[src/hw/rtl/rsfb_pkg.sv]
// shared types, constants and elaboration-time functions for the road slope block
// depends on nothing; every other rtl file refers to it by scoped names

package rsfb_pkg;

    localparam int GAIN_W       = 24;
    localparam int MAG_W        = 37;
    localparam int XW           = 58;
    localparam int ROM_W        = 15;
    localparam int ADDR_W       = 4;
    localparam int DATA_W       = 32;
    localparam int QUEUE_DEPTH  = 4;
    localparam int ASIN_ENTRIES_DEF = 256;
    localparam int QUARTER_TURN = 23040;

    localparam longint ONE_Q36 = 64'sd1 <<< 36;
    localparam logic [63:0] PI_Q30 = 64'd3373259426;

    localparam logic [GAIN_W-1:0] DRIVE_GAIN_RST = 24'd8388;
    localparam logic [GAIN_W-1:0] DRAG_GAIN_RST  = 24'd315;
    localparam logic [GAIN_W-1:0] ROLL_GAIN_RST  = 24'd10486;
    localparam logic [GAIN_W-1:0] ACCEL_GAIN_RST = 24'd1048576;

    typedef enum logic [1:0] {
        REG_DRIVE = 2'd0,
        REG_DRAG  = 2'd1,
        REG_ROLL  = 2'd2,
        REG_ACCEL = 2'd3
    } rsfb_reg_t;

    typedef struct packed {
        logic signed [15:0] torque_nm;
        logic signed [15:0] speed_mps;
        logic signed [15:0] accel_g;
    } rsfb_in_t;

    typedef struct packed {
        logic signed [15:0] slope_deg;
        logic               saturated;
    } rsfb_out_t;

    typedef struct packed {
        logic [GAIN_W-1:0] drive;
        logic [GAIN_W-1:0] drag;
        logic [GAIN_W-1:0] roll;
        logic [GAIN_W-1:0] accel;
    } rsfb_gains_t;

    // classified balance: sign, clamp flag and clamped magnitude in Q.36
    typedef struct packed {
        logic             neg;
        logic             sat;
        logic [MAG_W-1:0] mag;
    } rsfb_cls_t;

    // sine in Q30 of an angle in Q8.8 degrees, series to the 17th power
    function automatic longint sine_q30(longint deg_q8);
        logic [63:0] x;
        logic [63:0] x2;
        logic [63:0] term;
        longint      sum;
        x    = (64'(deg_q8) * PI_Q30) / 64'd46080;
        x2   = (x * x) >> 30;
        term = x;
        sum  = longint'(x);
        term = ((term * x2) >> 30) / 64'd6;   sum = sum - longint'(term);
        term = ((term * x2) >> 30) / 64'd20;  sum = sum + longint'(term);
        term = ((term * x2) >> 30) / 64'd42;  sum = sum - longint'(term);
        term = ((term * x2) >> 30) / 64'd72;  sum = sum + longint'(term);
        term = ((term * x2) >> 30) / 64'd110; sum = sum - longint'(term);
        term = ((term * x2) >> 30) / 64'd156; sum = sum + longint'(term);
        term = ((term * x2) >> 30) / 64'd210; sum = sum - longint'(term);
        term = ((term * x2) >> 30) / 64'd272; sum = sum + longint'(term);
        return sum;
    endfunction

    // arcsine table entry: nearest Q8.8 angle whose sine matches the Q30 target
    function automatic logic [ROM_W-1:0] asin_q8(longint target);
        longint lo;
        longint hi;
        longint mid;
        lo = 0;
        hi = QUARTER_TURN;
        for (int it = 0; it < 16; it++) begin
            if (lo < hi) begin
                mid = (lo + hi + 1) >>> 1;
                if (sine_q30(mid) <= target) begin
                    lo = mid;
                end else begin
                    hi = mid - 1;
                end
            end
        end
        if (lo < QUARTER_TURN &&
            sine_q30(lo + 1) - target < target - sine_q30(lo)) begin
            lo = lo + 1;
        end
        return ROM_W'(lo);
    endfunction

endpackage

[src/hw/rtl/rsfb_queue.sv]
// short queue between the front and the back pipelines
// depends on rsfb_pkg for the entry type

module rsfb_queue #(
    parameter int DEPTH = rsfb_pkg::QUEUE_DEPTH
) (
    input  logic                aclk,
    input  logic                aresetn,
    input  logic                wr_valid,
    output logic                wr_ready,
    input  rsfb_pkg::rsfb_cls_t wr_data,
    output logic                rd_valid,
    input  logic                rd_ready,
    output rsfb_pkg::rsfb_cls_t rd_data
);

    localparam int AW = (DEPTH > 1) ? $clog2(DEPTH) : 1;
    localparam int CW = $clog2(DEPTH + 1);

    rsfb_pkg::rsfb_cls_t mem [DEPTH];

    logic [AW-1:0] wr_ptr_reg, wr_ptr_next;
    logic [AW-1:0] rd_ptr_reg, rd_ptr_next;
    logic [CW-1:0] count_reg, count_next;
    logic          wr_fire, rd_fire;

    assign wr_ready = (count_reg != CW'(DEPTH));
    assign rd_valid = (count_reg != '0);
    assign rd_data  = mem[rd_ptr_reg];
    assign wr_fire  = wr_valid && wr_ready;
    assign rd_fire  = rd_valid && rd_ready;

    always_comb begin
        wr_ptr_next = wr_ptr_reg;
        rd_ptr_next = rd_ptr_reg;
        count_next  = count_reg;
        if (wr_fire) begin
            wr_ptr_next = (wr_ptr_reg == AW'(DEPTH - 1)) ? '0 : wr_ptr_reg + 1'b1;
        end
        if (rd_fire) begin
            rd_ptr_next = (rd_ptr_reg == AW'(DEPTH - 1)) ? '0 : rd_ptr_reg + 1'b1;
        end
        if (wr_fire && !rd_fire) begin
            count_next = count_reg + 1'b1;
        end else if (rd_fire && !wr_fire) begin
            count_next = count_reg - 1'b1;
        end
    end

    always_ff @(posedge aclk) begin
        if (!aresetn) begin
            wr_ptr_reg <= '0;
            rd_ptr_reg <= '0;
            count_reg  <= '0;
        end else begin
            wr_ptr_reg <= wr_ptr_next;
            rd_ptr_reg <= rd_ptr_next;
            count_reg  <= count_next;
        end
    end

    always_ff @(posedge aclk) begin
        if (wr_fire) begin
            mem[wr_ptr_reg] <= wr_data;
        end
    end

`ifndef ASSERT_OFF
    a_count_bound: assert property (@(posedge aclk) disable iff (!aresetn)
        count_reg <= CW'(DEPTH))
        else $error("queue: fill count beyond depth");
    a_count_push: assert property (@(posedge aclk) disable iff (!aresetn)
        wr_fire && !rd_fire |=> count_reg == $past(count_reg) + 1'b1)
        else $error("queue: push without pop did not grow the count");
`endif

endmodule

[config.mk]
export PLATFORM = sky130hd
export DESIGN_NAME = rsfb_queue
export DESIGN_NICKNAME = d
export VERILOG_FILES = /design/src/hw/rtl/rsfb_pkg.sv /design/src/hw/rtl/rsfb_queue.sv
export SDC_FILE = /design/constraint.sdc
export NUM_CORES = 1
export LEC_CHECK = 0
export ABC_AREA = 1
export ABC_CLOCK_PERIOD_IN_PS = 3810
export BUFFER_PORTS_ARGS = -buffer_cell sky130_fd_sc_hd__buf_4
export CAP_MARGIN = 20
export CELL_PAD_IN_SITES_DETAIL_PLACEMENT = 1
export CELL_PAD_IN_SITES_GLOBAL_PLACEMENT = 1
export CORE_MARGIN = 3
export CORE_UTILIZATION = 30
export CTS_BUF_LIST = sky130_fd_sc_hd__clkbuf_8
export CTS_CLUSTER_SIZE = 8
export DETAILED_ROUTE_END_ITERATION = 8
export PLACE_DENSITY = 0.62
export SYNTH_ARGS = -nofsm -noshare
export SYNTH_HDL_FRONTEND = slang
export SYNTH_SLANG_ARGS = --single-unit
export TNS_END_PERCENT = 20
[constraint.sdc]
create_clock -name aclk -period 3.81 [get_ports aclk]
set_clock_uncertainty 0.15 [all_clocks]
set_input_delay 0.9525 -clock aclk [delete_from_list [all_inputs] [get_ports aclk]]
set_output_delay 0.9525 -clock aclk [all_outputs]
set_load 0.05 [all_outputs]
==> impl_results.md <==
* Worst path max stage delay at 0.65 ns
* DR pass1 iterations at 4
* Antenna violations before repair at 0
* FP Rows at 52
* Hold crit path type: reg -> reg
* Synth cell types at 22
* Largest net degree at the start of global routing at 79
* Core area at 20,430 um^2
* Critical Path RT at 2.71 ns
* Commonest non-fill, non-tap cell in the layout: edfxtp_1
* Slew @ Worst Pin at 0.8425 ns
* Final setup viols at 0
* Die width at 150.7 um
* Clk Latency, worst-skew pair at 0.43 ns
* Most common cell on crit path: buf_4
* Most used routing layer: met2
* Seq cells post-synth at 165
* CP Launch Type: register
* Post-CTS setup buffer count at 0
* Fin. max-slew vios at 0
* Post-route minimum period at 3.256 ns
* Drt wl/cell at 18.10 um
* Clock-pin slew on the worst setup and hold paths at 0.08 ns
* Total number of vias at 3,885
* Congestion Overflow GR at 0
* First-pass GRT wire length at 22,560 um
* Critical path cell sequence: buf_4, o21ai_0, o22ai_1, buf_4
* Layout area overhead at 20.40%
* PwrDens at 774.1 nW/um^2
* Post-CTS sizing at 0
* Post-DP HPWL at 8252 um
* Hold path cells at 2
* Final net count at 582
* Run status: finished, final reports clean
* Met1 Resource Use GR at 0.1694
* Cells on worst reg2reg path at 9
* Die area at 22,700 um^2
* # hold bufs at CTS at 0
* ANT cells at 0
* Cell area after synthesis at 6280 um^2
* Max reg flops at 156
* First DRT Iteration DRCs at 236
* Die H at 150.7 um
* Via-to-Cell Ratio at 4.767
* GP Congestion at 0.6799
* CTS tree: yes
* Root Buffer: clkbuf_8
* Pwr Total at 5.853 mW
* Fin Hold WS at 0.3702 ns
* CTS Buf Count at 17
* Mapped Avg Cell Area at 14.02 um^2
* GRT met2 Usage at 0.2231
* Post-synthesis cell count at 448
* Share of post-route cells with drive strength above 1 at 0.2349
* Post-Route WL at 14,750 um
* H-tree depth at 4
* Sequential share of the synthesized area at 0.7747
* RSZ-0062 raised after global routing: no
* Post-DRT Antenna Nets at 0
* Synth warn at 0
* # IOs at 84
* DRC at 0
* Total clock sinks at 165
* Total Routing Usage GR at 0.1317
* GR Util met3 at 0.03221
* Initial Utilization at 0.3074
* Worst path slowest cell: buf_4
* Vias in the first global route at 4,152
* Reg2Reg Setup Slack at 1.40 ns
* Final Hold Fails at 0
* Post-route clock period utilization at 0.8545
* WS Path Type: reg -> out
* Most frequent cells in the layout: edfxtp_1 (156), nor2_1 (89), buf_4 (89)
* Setup TNS at 0 ns
* Mapped Nets at 498
* CP max FO at 78
* Leakage dissipation at 2.646 nW
* Clk buf depth at 2
* Relative slew slack at 0.4383
* Max-Cap Viols at 0
* I/O Buffers at 83
* F_max at 307.2 MHz
* Maximum vdd drop at 0.0003256 V
* Worst setup EP type: output pin
* Crit path DAT at 2.15 ns
[final timing paths]
| check | to | from |
|---|---|---|
| worst max-delay path | rd_data[24] | register |
| worst min-delay path | count_reg[0] | count_reg[0] |
| worst max register to register | count_reg[1] | count_reg[1] |
| worst min register to register | count_reg[0] | count_reg[0] |
[layer usage]
metal	vias to the layer above	share of wire	routed length, um
met5	-	0	0
met4	0	0.0067	99
met3	7	0.037	542
met2	62	0.50	7375
met1	2004	0.46	6732
li1	1812	-	-
[synth_stat cells, drive strengths merged]
cell type | count | share of area
nand2 | 15 | 0.0090
nand3 | 2 | 0.0016
edfxtp | 156 | 0.75
nor2 | 93 | 0.056
nand4 | 1 | 0.0010
ha | 6 | 0.012
fa | 1 | 0.0032
o22ai | 39 | 0.039
a21oi | 3 | 0.0024
clkbuf | 9 | 0.0072
nand3b | 1 | 0.0012
buf | 16 | 0.019
o21ai | 80 | 0.064
dfxtp | 9 | 0.029
inv | 17 | 0.011
[critical path: cells and delay by family, from the launching register on]
| kind | cells | cell delay (ns) |
|---|---|---|
| flip-flops | 1 | 0.35 |
| buffers and inverters | 2 | 0.90 |
| AO/OA/AOI/OAI | 2 | 0.47 |
[cell type report]
| cell class | count | area (um^2) |
|---|---|---|
| Fill cell | 2164 | 12870 |
| Timing Repair Buffer | 90 | 688.2 |
| Multi-Input combinational cell | 241 | 1214 |
| Sequential cell | 165 | 4867 |
| Tap cell | 270 | 337.8 |
| Clock buffer | 17 | 234.0 |
| Inverter | 17 | 66.31 |
| Clock inverter | 15 | 153.9 |
[per-stage QoR]
stage	area (um^2)	std cells	setup WS, ns	util
after global placement	7173	783	1.023	0.3511
final	7561	815	0.5544	0.3701
after CTS	7561	815	0.4646	0.3701
after global routing	7561	815	0.3355	0.3701
after detailed placement	7173	783	0.9711	0.3511
after floorplan	6280	448	0.4821	-
[kinds of logic after synthesis]
kind of cell,after synthesis,synth area share
adders and majority gates,7,0.01514
and+or+nand+nor,112,0.06834
buffers and inverters,42,0.03686
DFF,165,0.7747
AOI/OAI and AO/OA,122,0.1050
[report_power, final]
group / total (mW) / internal (mW) / switching (mW)
sequential: 2.27 / 2.21 / 0.0629
clock: 1.25 / 0.588 / 0.663
combinational: 2.33 / 0.609 / 1.72
Note: power is estimated with default switching activity, not from simulation.
